==> config.mk <==
export PLATFORM = sky130hd
export DESIGN_NAME = usb_ep0_control_request_engine
export DESIGN_NICKNAME = d
export VERILOG_FILES = /design/src/rtl/core/usbep0_pkg.sv /design/src/rtl/core/usbep0_regs.sv /design/src/rtl/core/usbep0_core.sv /design/src/rtl/core/usb_ep0_control_request_engine.sv
export SDC_FILE = /design/constraint.sdc
export NUM_CORES = 1
export LEC_CHECK = 0
export BUFFER_PORTS_ARGS = -buffer_cell sky130_fd_sc_hd__buf_2
export CORE_UTILIZATION = 40
export CTS_BUF_LIST = sky130_fd_sc_hd__clkbuf_8 sky130_fd_sc_hd__clkbuf_16
export DETAILED_ROUTE_END_ITERATION = 10
export PLACE_DENSITY = 0.66
export SYNTH_ARGS = -nofsm -noshare
export SYNTH_HDL_FRONTEND = slang
export SYNTH_SLANG_ARGS = --single-unit
==> constraint.sdc <==
create_clock -name clk -period 6.5 [get_ports clk]
set_input_delay 0.325 -clock clk [delete_from_list [all_inputs] [get_ports clk]]
set_output_delay 0.325 -clock clk [all_outputs]
set_load 0.01 [all_outputs]
==> src/rtl/core/usbep0_pkg.sv <==
// Shared types, codes and constants for the endpoint-0 control engine.
`timescale 1ns / 1ps

package usbep0_pkg;

    localparam int MAX_PACKET  = 64;
    localparam int MAX_STRINGS = 4;
    localparam int APB_ADDR_W  = 5;
    localparam int REG_IDX_W   = 3;

    // events
    localparam logic [2:0] EV_BUS_RESET = 3'd0;
    localparam logic [2:0] EV_SETUP     = 3'd1;
    localparam logic [2:0] EV_OUT_DONE  = 3'd2;
    localparam logic [2:0] EV_IN_DONE   = 3'd3;
    localparam logic [2:0] EV_STALL     = 3'd4;

    // endpoint actions
    localparam logic [2:0] ACT_SETUP = 3'd0;
    localparam logic [2:0] ACT_STALL = 3'd1;
    localparam logic [2:0] ACT_IN    = 3'd2;
    localparam logic [2:0] ACT_OUT   = 3'd3;
    localparam logic [2:0] ACT_NONE  = 3'd4;

    // reply sources
    localparam logic [2:0] SRC_NONE   = 3'd0;
    localparam logic [2:0] SRC_DEVICE = 3'd1;
    localparam logic [2:0] SRC_CONFIG = 3'd2;
    localparam logic [2:0] SRC_STRING = 3'd3;
    localparam logic [2:0] SRC_ZERO   = 3'd4;

    // control phases
    localparam logic [1:0] PH_SETUP = 2'd0;
    localparam logic [1:0] PH_IN    = 2'd1;
    localparam logic [1:0] PH_OUT   = 2'd2;

    // device states
    localparam logic [1:0] ST_POWERED    = 2'd0;
    localparam logic [1:0] ST_DEFAULT    = 2'd1;
    localparam logic [1:0] ST_ADDRESS    = 2'd2;
    localparam logic [1:0] ST_CONFIGURED = 2'd3;

    // standard requests
    localparam logic [7:0] REQ_GET_STATUS        = 8'd0;
    localparam logic [7:0] REQ_SET_DEV_ADDR      = 8'd5;
    localparam logic [7:0] REQ_GET_DESCRIPTOR    = 8'd6;
    localparam logic [7:0] REQ_SET_CONFIGURATION = 8'd9;
    localparam logic [7:0] REQ_GET_INTERFACE     = 8'd10;

    localparam logic [7:0] RT_STD_DEVICE_IN = 8'h80;
    localparam logic [7:0] RT_RECIPIENT     = 8'h1F;

    // descriptor types
    localparam logic [7:0] DT_DEVICE = 8'd1;
    localparam logic [7:0] DT_CONFIG = 8'd2;
    localparam logic [7:0] DT_STRING = 8'd3;

    // register indexes
    localparam logic [2:0] REG_DEVICE_DESC_LENGTH  = 3'd0;
    localparam logic [2:0] REG_CONFIG_TOTAL_LENGTH = 3'd1;
    localparam logic [2:0] REG_STRING_COUNT        = 3'd2;
    localparam logic [2:0] REG_STRING0_LENGTH      = 3'd3;
    localparam logic [2:0] REG_STRING1_LENGTH      = 3'd4;
    localparam logic [2:0] REG_STRING2_LENGTH      = 3'd5;
    localparam logic [2:0] REG_STRING3_LENGTH      = 3'd6;

    typedef struct packed {
        logic [7:0]                   device_desc_length;
        logic [15:0]                  config_total_length;
        logic [2:0]                   string_count;
        logic [MAX_STRINGS-1:0][7:0]  string_length;
    } cfg_t;

    typedef struct packed {
        logic [2:0]  req_type;
        logic [7:0]  request_type;
        logic [7:0]  request_code;
        logic [15:0] value;
        logic [15:0] length;
        logic [6:0]  out_count;
    } item_t;

    typedef struct packed {
        logic [2:0]  ep0_action;
        logic [6:0]  in_count;
        logic [2:0]  source_select;
        logic [1:0]  string_index;
        logic [15:0] source_offset;
        logic        packet_toggle;
        logic [15:0] out_total;
        logic [1:0]  device_state;
        logic [7:0]  bus_address;
        logic [7:0]  configuration;
    } res_t;

    typedef struct packed {
        logic [1:0]  phase;
        logic [15:0] remaining;
        logic [15:0] offset;
        logic [2:0]  source;
        logic [1:0]  string_sel;
        logic        in_toggle;
        logic        out_toggle;
        logic [15:0] out_accum;
        logic [1:0]  dev_state;
        logic [7:0]  address;
        logic [7:0]  last_value_low;
        logic [7:0]  config_value;
    } state_t;

endpackage

==> src/rtl/core/usbep0_regs.sv <==
// Configuration registers behind the APB port.
`timescale 1ns / 1ps

module usbep0_regs
(
    input  logic                               clk,
    input  logic                               rst_n,
    input  logic                               psel,
    input  logic                               penable,
    input  logic                               pwrite,
    input  logic [usbep0_pkg::APB_ADDR_W-1:0]  paddr,
    input  logic [31:0]                        pwdata,
    output logic [31:0]                        prdata,
    output logic                               pready,
    output usbep0_pkg::cfg_t                   cfg
);

    usbep0_pkg::cfg_t                 cfg_reg;
    logic [usbep0_pkg::REG_IDX_W-1:0] idx;
    logic                             wr_en;

    assign pready = 1'b1;
    assign idx    = paddr[usbep0_pkg::APB_ADDR_W-1:2];
    assign wr_en  = psel && penable && pwrite && pready;
    assign cfg    = cfg_reg;

    always_ff @(posedge clk or negedge rst_n)
    begin
        if (!rst_n)
        begin
            cfg_reg.device_desc_length  <= 8'd18;
            cfg_reg.config_total_length <= 16'd9;
            cfg_reg.string_count        <= 3'd0;
            cfg_reg.string_length       <= '0;
        end
        else if (wr_en)
        begin
            case (idx)
                usbep0_pkg::REG_DEVICE_DESC_LENGTH:  cfg_reg.device_desc_length  <= pwdata[7:0];
                usbep0_pkg::REG_CONFIG_TOTAL_LENGTH: cfg_reg.config_total_length <= pwdata[15:0];
                usbep0_pkg::REG_STRING_COUNT:        cfg_reg.string_count        <= pwdata[2:0];
                usbep0_pkg::REG_STRING0_LENGTH:      cfg_reg.string_length[0]    <= pwdata[7:0];
                usbep0_pkg::REG_STRING1_LENGTH:      cfg_reg.string_length[1]    <= pwdata[7:0];
                usbep0_pkg::REG_STRING2_LENGTH:      cfg_reg.string_length[2]    <= pwdata[7:0];
                usbep0_pkg::REG_STRING3_LENGTH:      cfg_reg.string_length[3]    <= pwdata[7:0];
                default:                             ;
            endcase
        end
    end

    always_comb
    begin
        case (idx)
            usbep0_pkg::REG_DEVICE_DESC_LENGTH:  prdata = {24'd0, cfg_reg.device_desc_length};
            usbep0_pkg::REG_CONFIG_TOTAL_LENGTH: prdata = {16'd0, cfg_reg.config_total_length};
            usbep0_pkg::REG_STRING_COUNT:        prdata = {29'd0, cfg_reg.string_count};
            usbep0_pkg::REG_STRING0_LENGTH:      prdata = {24'd0, cfg_reg.string_length[0]};
            usbep0_pkg::REG_STRING1_LENGTH:      prdata = {24'd0, cfg_reg.string_length[1]};
            usbep0_pkg::REG_STRING2_LENGTH:      prdata = {24'd0, cfg_reg.string_length[2]};
            usbep0_pkg::REG_STRING3_LENGTH:      prdata = {24'd0, cfg_reg.string_length[3]};
            default:                             prdata = 32'd0;
        endcase
    end

endmodule

==> src/rtl/core/usbep0_core.sv <==
// Control-transfer state and the single-pass event decode.
`timescale 1ns / 1ps

module usbep0_core
(
    input  logic               clk,
    input  logic               rst_n,
    input  logic               fire,
    input  usbep0_pkg::item_t  item,
    input  usbep0_pkg::cfg_t   cfg,
    output usbep0_pkg::res_t   res
);

    usbep0_pkg::state_t state_reg;
    usbep0_pkg::state_t state_next;

    always_comb
    begin
        logic        do_pkt;
        logic        ok;
        logic [15:0] setup_len;
        logic [7:0]  vlow;
        logic [7:0]  dtype;
        logic [16:0] sum;
        logic [6:0]  cnt;

        state_next = state_reg;
        do_pkt     = 1'b0;
        ok         = 1'b0;
        setup_len  = 16'd0;
        vlow       = item.value[7:0];
        dtype      = item.value[15:8];
        sum        = {1'b0, state_reg.out_accum} + {10'd0, item.out_count};
        cnt        = 7'd0;

        res.ep0_action    = usbep0_pkg::ACT_NONE;
        res.in_count      = 7'd0;
        res.source_select = usbep0_pkg::SRC_NONE;
        res.string_index  = 2'd0;
        res.source_offset = 16'd0;
        res.packet_toggle = 1'b0;

        case (item.req_type)
            usbep0_pkg::EV_BUS_RESET:
            begin
                state_next.address      = 8'd0;
                state_next.config_value = 8'd0;
                state_next.dev_state    = usbep0_pkg::ST_DEFAULT;
                state_next.remaining    = 16'd0;
                state_next.offset       = 16'd0;
                state_next.source       = usbep0_pkg::SRC_NONE;
                state_next.string_sel   = 2'd0;
                state_next.out_accum    = 16'd0;
                state_next.phase        = usbep0_pkg::PH_SETUP;
                res.ep0_action          = usbep0_pkg::ACT_SETUP;
            end
            usbep0_pkg::EV_SETUP:
            begin
                state_next.last_value_low = vlow;
                state_next.phase          = usbep0_pkg::PH_SETUP;
                state_next.out_accum      = 16'd0;
                state_next.source         = usbep0_pkg::SRC_NONE;
                state_next.string_sel     = 2'd0;
                state_next.offset         = 16'd0;
                case (item.request_code)
                    usbep0_pkg::REQ_SET_DEV_ADDR:
                    begin
                        ok                   = 1'b1;
                        state_next.dev_state = usbep0_pkg::ST_ADDRESS;
                    end
                    usbep0_pkg::REQ_GET_DESCRIPTOR:
                    begin
                        if (item.request_type == usbep0_pkg::RT_STD_DEVICE_IN)
                        begin
                            case (dtype)
                                usbep0_pkg::DT_DEVICE:
                                begin
                                    ok                = 1'b1;
                                    state_next.source = usbep0_pkg::SRC_DEVICE;
                                    setup_len         = {8'd0, cfg.device_desc_length};
                                end
                                usbep0_pkg::DT_CONFIG:
                                begin
                                    ok                = 1'b1;
                                    state_next.source = usbep0_pkg::SRC_CONFIG;
                                    setup_len         = cfg.config_total_length;
                                end
                                usbep0_pkg::DT_STRING:
                                begin
                                    if ((vlow < {5'd0, cfg.string_count}) &&
                                        (vlow < 8'(usbep0_pkg::MAX_STRINGS)))
                                    begin
                                        ok                    = 1'b1;
                                        state_next.source     = usbep0_pkg::SRC_STRING;
                                        state_next.string_sel = vlow[1:0];
                                        setup_len = {8'd0, cfg.string_length[vlow[1:0]]};
                                    end
                                end
                                default: ;
                            endcase
                        end
                    end
                    usbep0_pkg::REQ_GET_STATUS:
                    begin
                        if ((item.request_type & usbep0_pkg::RT_RECIPIENT) == 8'd0)
                        begin
                            ok                = 1'b1;
                            state_next.source = usbep0_pkg::SRC_ZERO;
                            setup_len         = 16'd2;
                        end
                    end
                    usbep0_pkg::REQ_SET_CONFIGURATION:
                    begin
                        ok                      = 1'b1;
                        state_next.config_value = vlow;
                        state_next.dev_state    = (vlow == 8'd0) ? usbep0_pkg::ST_ADDRESS
                                                                 : usbep0_pkg::ST_CONFIGURED;
                    end
                    usbep0_pkg::REQ_GET_INTERFACE:
                    begin
                        ok                = 1'b1;
                        state_next.source = usbep0_pkg::SRC_ZERO;
                        setup_len         = 16'd1;
                    end
                    default: ;
                endcase

                if (!ok)
                begin
                    state_next.remaining  = 16'd0;
                    state_next.source     = usbep0_pkg::SRC_NONE;
                    state_next.string_sel = 2'd0;
                    res.ep0_action        = usbep0_pkg::ACT_STALL;
                end
                else if (item.request_type[7])
                begin
                    state_next.remaining = (item.length < setup_len) ? item.length : setup_len;
                    state_next.in_toggle = 1'b1;
                    state_next.phase     = usbep0_pkg::PH_IN;
                    do_pkt               = 1'b1;
                end
                else
                begin
                    state_next.remaining  = 16'd0;
                    state_next.source     = usbep0_pkg::SRC_NONE;
                    state_next.string_sel = 2'd0;
                    state_next.out_toggle = 1'b1;
                    state_next.phase      = usbep0_pkg::PH_OUT;
                    res.ep0_action        = usbep0_pkg::ACT_OUT;
                    res.packet_toggle     = 1'b1;
                end
            end
            usbep0_pkg::EV_OUT_DONE:
            begin
                if (state_reg.phase == usbep0_pkg::PH_OUT)
                begin
                    state_next.out_accum  = sum[16] ? 16'hFFFF : sum[15:0];
                    state_next.out_toggle = !state_reg.out_toggle;
                    res.ep0_action        = usbep0_pkg::ACT_OUT;
                    res.packet_toggle     = !state_reg.out_toggle;
                end
                else
                begin
                    state_next.phase = usbep0_pkg::PH_SETUP;
                    res.ep0_action   = usbep0_pkg::ACT_SETUP;
                end
            end
            usbep0_pkg::EV_IN_DONE:
            begin
                // apply the pending address at the status stage
                if ((state_reg.address == 8'd0) &&
                    (state_reg.dev_state == usbep0_pkg::ST_ADDRESS))
                begin
                    state_next.address = state_reg.last_value_low;
                    if (state_reg.last_value_low == 8'd0)
                    begin
                        state_next.dev_state = usbep0_pkg::ST_DEFAULT;
                    end
                end
                if (state_reg.phase == usbep0_pkg::PH_IN)
                begin
                    state_next.in_toggle = !state_reg.in_toggle;
                    do_pkt               = 1'b1;
                end
                else
                begin
                    state_next.phase = usbep0_pkg::PH_SETUP;
                    res.ep0_action   = usbep0_pkg::ACT_SETUP;
                end
            end
            usbep0_pkg::EV_STALL:
            begin
                state_next.phase = usbep0_pkg::PH_SETUP;
                res.ep0_action   = usbep0_pkg::ACT_SETUP;
            end
            default: ;
        endcase

        // cut the next packet from the pending reply
        if (do_pkt)
        begin
            cnt = (state_next.remaining < 16'(usbep0_pkg::MAX_PACKET))
                ? state_next.remaining[6:0] : 7'(usbep0_pkg::MAX_PACKET);
            res.ep0_action       = usbep0_pkg::ACT_IN;
            res.in_count         = cnt;
            res.source_select    = state_next.source;
            res.string_index     = (state_next.source == usbep0_pkg::SRC_STRING)
                                 ? state_next.string_sel : 2'd0;
            res.source_offset    = state_next.offset;
            res.packet_toggle    = state_next.in_toggle;
            state_next.remaining = state_next.remaining - {9'd0, cnt};
            state_next.offset    = state_next.offset + {9'd0, cnt};
        end

        res.out_total     = state_next.out_accum;
        res.device_state  = state_next.dev_state;
        res.bus_address   = state_next.address;
        res.configuration = state_next.config_value;
    end

    always_ff @(posedge clk or negedge rst_n)
    begin
        if (!rst_n)
        begin
            state_reg.phase          <= usbep0_pkg::PH_SETUP;
            state_reg.remaining      <= 16'd0;
            state_reg.offset         <= 16'd0;
            state_reg.source         <= usbep0_pkg::SRC_NONE;
            state_reg.string_sel     <= 2'd0;
            state_reg.in_toggle      <= 1'b0;
            state_reg.out_toggle     <= 1'b0;
            state_reg.out_accum      <= 16'd0;
            state_reg.dev_state      <= usbep0_pkg::ST_POWERED;
            state_reg.address        <= 8'd0;
            state_reg.last_value_low <= 8'd0;
            state_reg.config_value   <= 8'd0;
        end
        else if (fire)
        begin
            state_reg <= state_next;
        end
    end

    a_stall_arms_setup: assert property (@(posedge clk) disable iff (!rst_n)
        fire && (item.req_type == usbep0_pkg::EV_STALL) |=> state_reg.phase == usbep0_pkg::PH_SETUP)
        else $error("stall event left the control phase open");

    a_bus_reset_clears: assert property (@(posedge clk) disable iff (!rst_n)
        fire && (item.req_type == usbep0_pkg::EV_BUS_RESET)
        |=> (state_reg.address == 8'd0) && (state_reg.dev_state == usbep0_pkg::ST_DEFAULT))
        else $error("bus reset did not clear address and state");

    a_in_drains: assert property (@(posedge clk) disable iff (!rst_n)
        fire && (item.req_type == usbep0_pkg::EV_IN_DONE)
        |=> state_reg.remaining <= $past(state_reg.remaining))
        else $error("remaining length grew on an IN completion");

    a_idle_fields_zero: assert property (@(posedge clk) disable iff (!rst_n)
        (res.ep0_action != usbep0_pkg::ACT_IN)
        |-> (res.in_count == 7'd0) && (res.source_select == usbep0_pkg::SRC_NONE))
        else $error("packet fields set on a non-IN action");

endmodule

==> src/rtl/core/usb_ep0_control_request_engine.sv <==
// Top level of the endpoint-0 control engine: streams, APB port and result register.
`timescale 1ns / 1ps

// One endpoint-0 event enters per item on the s_ side and yields exactly one
// result item on the m_ side telling how endpoint 0 is armed next. The block
// takes one item every cycle unless the result output stalls; an accepted item
// goes to the input register, then its result to the result register loaded by
// the single decode and state-update pass. A stalled result output holds one
// item while one more waits in the input register. The user must write configuration
// through the APB port while no item is in flight; the block does not enforce it. No clearing pass follows reset.
module usb_ep0_control_request_engine
(
    input  logic                               clk,
    input  logic                               rst_n,
    input  logic                               s_tvalid,
    output logic                               s_tready,
    // request_type[7:0], request_code[15:8], value[31:16], length[47:32],
    // out_count[54:48], zero[55]
    input  logic [55:0]                        s_tdata,
    // req_type[2:0]
    input  logic [2:0]                         s_tuser,
    output logic                               m_tvalid,
    input  logic                               m_tready,
    // in_count[6:0], source_select[9:7], string_index[11:10], source_offset[27:12],
    // packet_toggle[28], out_total[44:29], device_state[46:45], bus_address[54:47],
    // configuration[62:55], zero[63]
    output logic [63:0]                        m_tdata,
    // ep0_action[2:0]
    output logic [2:0]                         m_tuser,
    input  logic                               psel,
    input  logic                               penable,
    input  logic                               pwrite,
    input  logic [usbep0_pkg::APB_ADDR_W-1:0]  paddr,
    input  logic [31:0]                        pwdata,
    output logic [31:0]                        prdata,
    output logic                               pready
);

    usbep0_pkg::cfg_t  cfg;
    usbep0_pkg::item_t item_reg;
    usbep0_pkg::res_t  res;
    usbep0_pkg::res_t  res_reg;
    logic              in_valid_reg;
    logic              in_valid_next;
    logic              out_valid_reg;
    logic              advance;
    logic              fire;

    usbep0_regs u_regs
    (
        .clk     (clk),
        .rst_n   (rst_n),
        .psel    (psel),
        .penable (penable),
        .pwrite  (pwrite),
        .paddr   (paddr),
        .pwdata  (pwdata),
        .prdata  (prdata),
        .pready  (pready),
        .cfg     (cfg)
    );

    usbep0_core u_core
    (
        .clk   (clk),
        .rst_n (rst_n),
        .fire  (fire),
        .item  (item_reg),
        .cfg   (cfg),
        .res   (res)
    );

    assign advance  = !out_valid_reg || m_tready;
    assign fire     = in_valid_reg && advance;
    assign s_tready = !in_valid_reg || advance;

    always_comb
    begin
        in_valid_next = in_valid_reg;
        if (s_tvalid && s_tready)
        begin
            in_valid_next = 1'b1;
        end
        else if (fire)
        begin
            in_valid_next = 1'b0;
        end
    end

    always_ff @(posedge clk or negedge rst_n)
    begin
        if (!rst_n)
        begin
            in_valid_reg  <= 1'b0;
            out_valid_reg <= 1'b0;
        end
        else
        begin
            in_valid_reg <= in_valid_next;
            if (advance)
            begin
                out_valid_reg <= in_valid_reg;
            end
        end
    end

    // hold the item and the result without reset
    always_ff @(posedge clk)
    begin
        if (s_tvalid && s_tready)
        begin
            item_reg.req_type     <= s_tuser;
            item_reg.request_type <= s_tdata[7:0];
            item_reg.request_code <= s_tdata[15:8];
            item_reg.value        <= s_tdata[31:16];
            item_reg.length       <= s_tdata[47:32];
            item_reg.out_count    <= s_tdata[54:48];
        end
        if (fire)
        begin
            res_reg <= res;
        end
    end

    assign m_tvalid = out_valid_reg;
    assign m_tuser  = res_reg.ep0_action;
    assign m_tdata  = {1'b0, res_reg.configuration, res_reg.bus_address,
                       res_reg.device_state, res_reg.out_total, res_reg.packet_toggle,
                       res_reg.source_offset, res_reg.string_index,
                       res_reg.source_select, res_reg.in_count};

endmodule

==> run summary <==
fmax: 158 MHz
CTS tree: built
post-synthesis instance area: 13400 um^2
Reg area: 7330 um^2
CP required: 6.97 ns
fin nets: 1611
Hold Vio Cnt, Final: 0
clk_lat worst skew: 0.56 ns
fillers: 2872
post-synthesis sequential area ratio: 54.7%
Die ar.: 34200 um^2
Hold Startpoint: pwdata[2]
worst hold path class: in -> reg
initial antenna violation count: 0
Final Util: 52.0%
H-tree levels: 1
average size of a mapped cell: 11.3 um^2
clk root buf: clkbuf_16
Power, Total: 4440 uW
ys async rst share: 53.7%
worst r2r src: item_reg[28]
antenna cells: 0
top cells by area, synth: edfxtp_1, dfrtp_1, mux2_2
status: complete, no violations
FP Rows: 66
vias: 10600
Peak supply drop: 211 uV
share of cells above drive strength 1: 30.4%
Final Cycle Share: 97.2%
Leakage: 0.00705 uW
top-count cell post-synth: dfrtp_1
PnR worst setup slack: 0.180 ns
flops & latches, synth: 268
CTS Buffer Depth: 3
Die Y: 185 um
Post-DRT Antenna Nets: 0
port bufs: 167
Sink Count: 268
Largest register FFs: 83
Worst setup SP type: register
Starting Density: 40.9%
Reg2Reg Capture Point: u_core.state_reg[63]
R2R setup slack: 0.18 ns
DRT iter0 DRCs: 771
pre-CTS WS: -0.107 ns
crit path time final: 6.32 ns
pin count of the biggest net entering global routing: 81
first-pass GRT wire length: 56000 um
endpoint class of the critical path: register
Max Cap Violations: 0
Worst Hold Depth: 3
Placed Instances: 1795
Overflow after GRT: 0
die width: 185 um
footprint of the multi-input gates: 5910 um^2
pwr/cell area: 260 nW/um^2
Finished Layout Cells: 1940
post-synth cell types: 68
Slew Viols, Final: 0
relative slew slack: 29.9%
top-area cell type share of the netlist area: 27.8%
final wirelength: 36200 um
post-synthesis instance total: 1184
Core Area: 32800 um^2
EDFF count, synth: 124
drt pass-1 iters: 5
CP max-delay cell: or4_4
final setup violation count: 0
ys flop type: dfrtp_1
Detail Placement HPWL: 24100 um
Clock Pin Slew Worst Setup and Hold Paths: 0.06 ns
Synth warnings: 0
Via density: 5.48
CP max FO: 6
Max Clock Skew: 0.00970 ns
CP max stage delay: 0.57 ns
CP arrival: 6.79 ns
crit path kind: reg -> reg
Post-synth top cells: dfrtp_1, nand2_1, edfxtp_1
Total GRT Usage: 21.0%
vias in the first global route: 10200
RSZ-0062 raised after global routing: yes
cell type with the largest total area after synthesis: edfxtp_1
Hold Path End: u_regs.cfg[34]
worst slew pin tran: 1.04 ns
drt drc: 0
wire per inst: 18.6 um
Crit path top cell by count: buf_4
Inserted Clock Buffers: 30
GPL Wtd Cong: 0.877
synth-to-layout area growth: 27.4%
worst r2r path cells: 33
IO Count: 205
## worst max-delay path by stage
stage,from,end,cells after the start
6_report,item_reg[28],u_core.state_reg[63],33
5_1_grt,item_reg[28],u_core.state_reg[63],32
4_1_cts,item_reg[30],u_core.state_reg[59],30
3_5_place_dp,item_reg[30],u_core.state_reg[63],28
3_3_place_gp,item_reg[30],u_core.state_reg[64],28
2_1_floorplan,item_reg[30],u_core.state_reg[59],32
## power by group
group	internal [uW]	total, uW	switching (uW)
Clock	1050	1740	695
Combinational	296	613	317
Sequential	1960	2080	123
## placed cells by master, fill, tap and decap left out, drive strengths merged, types with 11 or more instances in the layout
| cell type | n |
|---|---|
| and2 | 31 |
| clkbuf | 37 |
| o21ai | 60 |
| and3 | 14 |
| nor2 | 82 |
| a22oi | 23 |
| ha | 31 |
| a31oi | 22 |
| buf | 246 |
| a21oi | 53 |
| nor4 | 14 |
| mux4 | 13 |
| o31ai | 16 |
| clkinv | 13 |
| a22o | 44 |
| edfxtp | 124 |
| nand2 | 132 |
| nand3 | 28 |
| dlygate4sd3 | 68 |
| conb | 18 |
| mux2 | 75 |
| dfrtp | 140 |
| inv | 31 |
| nor2b | 15 |
| nand4 | 11 |
| nor3 | 23 |
## worst max-delay path, delay by kind of cell, from the launching register on
family          cells  cell delay (ns)
simple gates       14             2.89
compound gates     11             1.37
fa+ha+maj           3             0.86
buf+inv             5             0.71
flops               1             0.40
## per-layer routing
layer	routed length [um]	up-vias	global-route usage (%)
met5	0	-	0
met2	16900	365	33.6
met1	16100	5258	29.2
li1	-	4972	-
met4	656	0	5.29
met3	2410	45	3.97
## cell type report
cell class,instances,area share (%)
clock buffer,37,5.03
inverter,30,0.675
clock inverter,18,0.983
sequential,268,43.0
timing repair buffer,314,12.5
tap,442,3.24
multi-input combinational,831,34.6
## cells by family after synthesis
kind of cell	after synthesis	synth area share [%]
muxes	97	9.16
DFF	268	54.7
buffers and inverters	102	3.46
and+or+nand+nor	400	15.1
adders and majority gates	33	3.19
xor gates and xnor gates	12	0.785
AOI/OAI and AO/OA	270	13.5
other	2	0.0561
## timing repair
action | 4_1_cts | 5_1_grt
hold buffers | 68 | 0
cloned | 0 | 1
buffers inserted | 0 | 22
gates resized for setup | 6 | 58
endpoints found under the hold margin | 146 | 0
setup endpoints to repair | 8 | 11
pin swaps | 2 | 50
## metrics by stage
stage | setup TNS, ns | hold slack, ns | cell area (um^2)
finish | 0 | 0.0703 | 17100
global placement | 0 | 0.441 | 15000
detailed placement | -0.262 | 0.447 | 15000
global route | -0.646 | 0.0837 | 17100
floorplan | 0 | 0.0294 | 13500
CTS | 0 | 0.0628 | 16700
(Power assumes the default switching activity.)
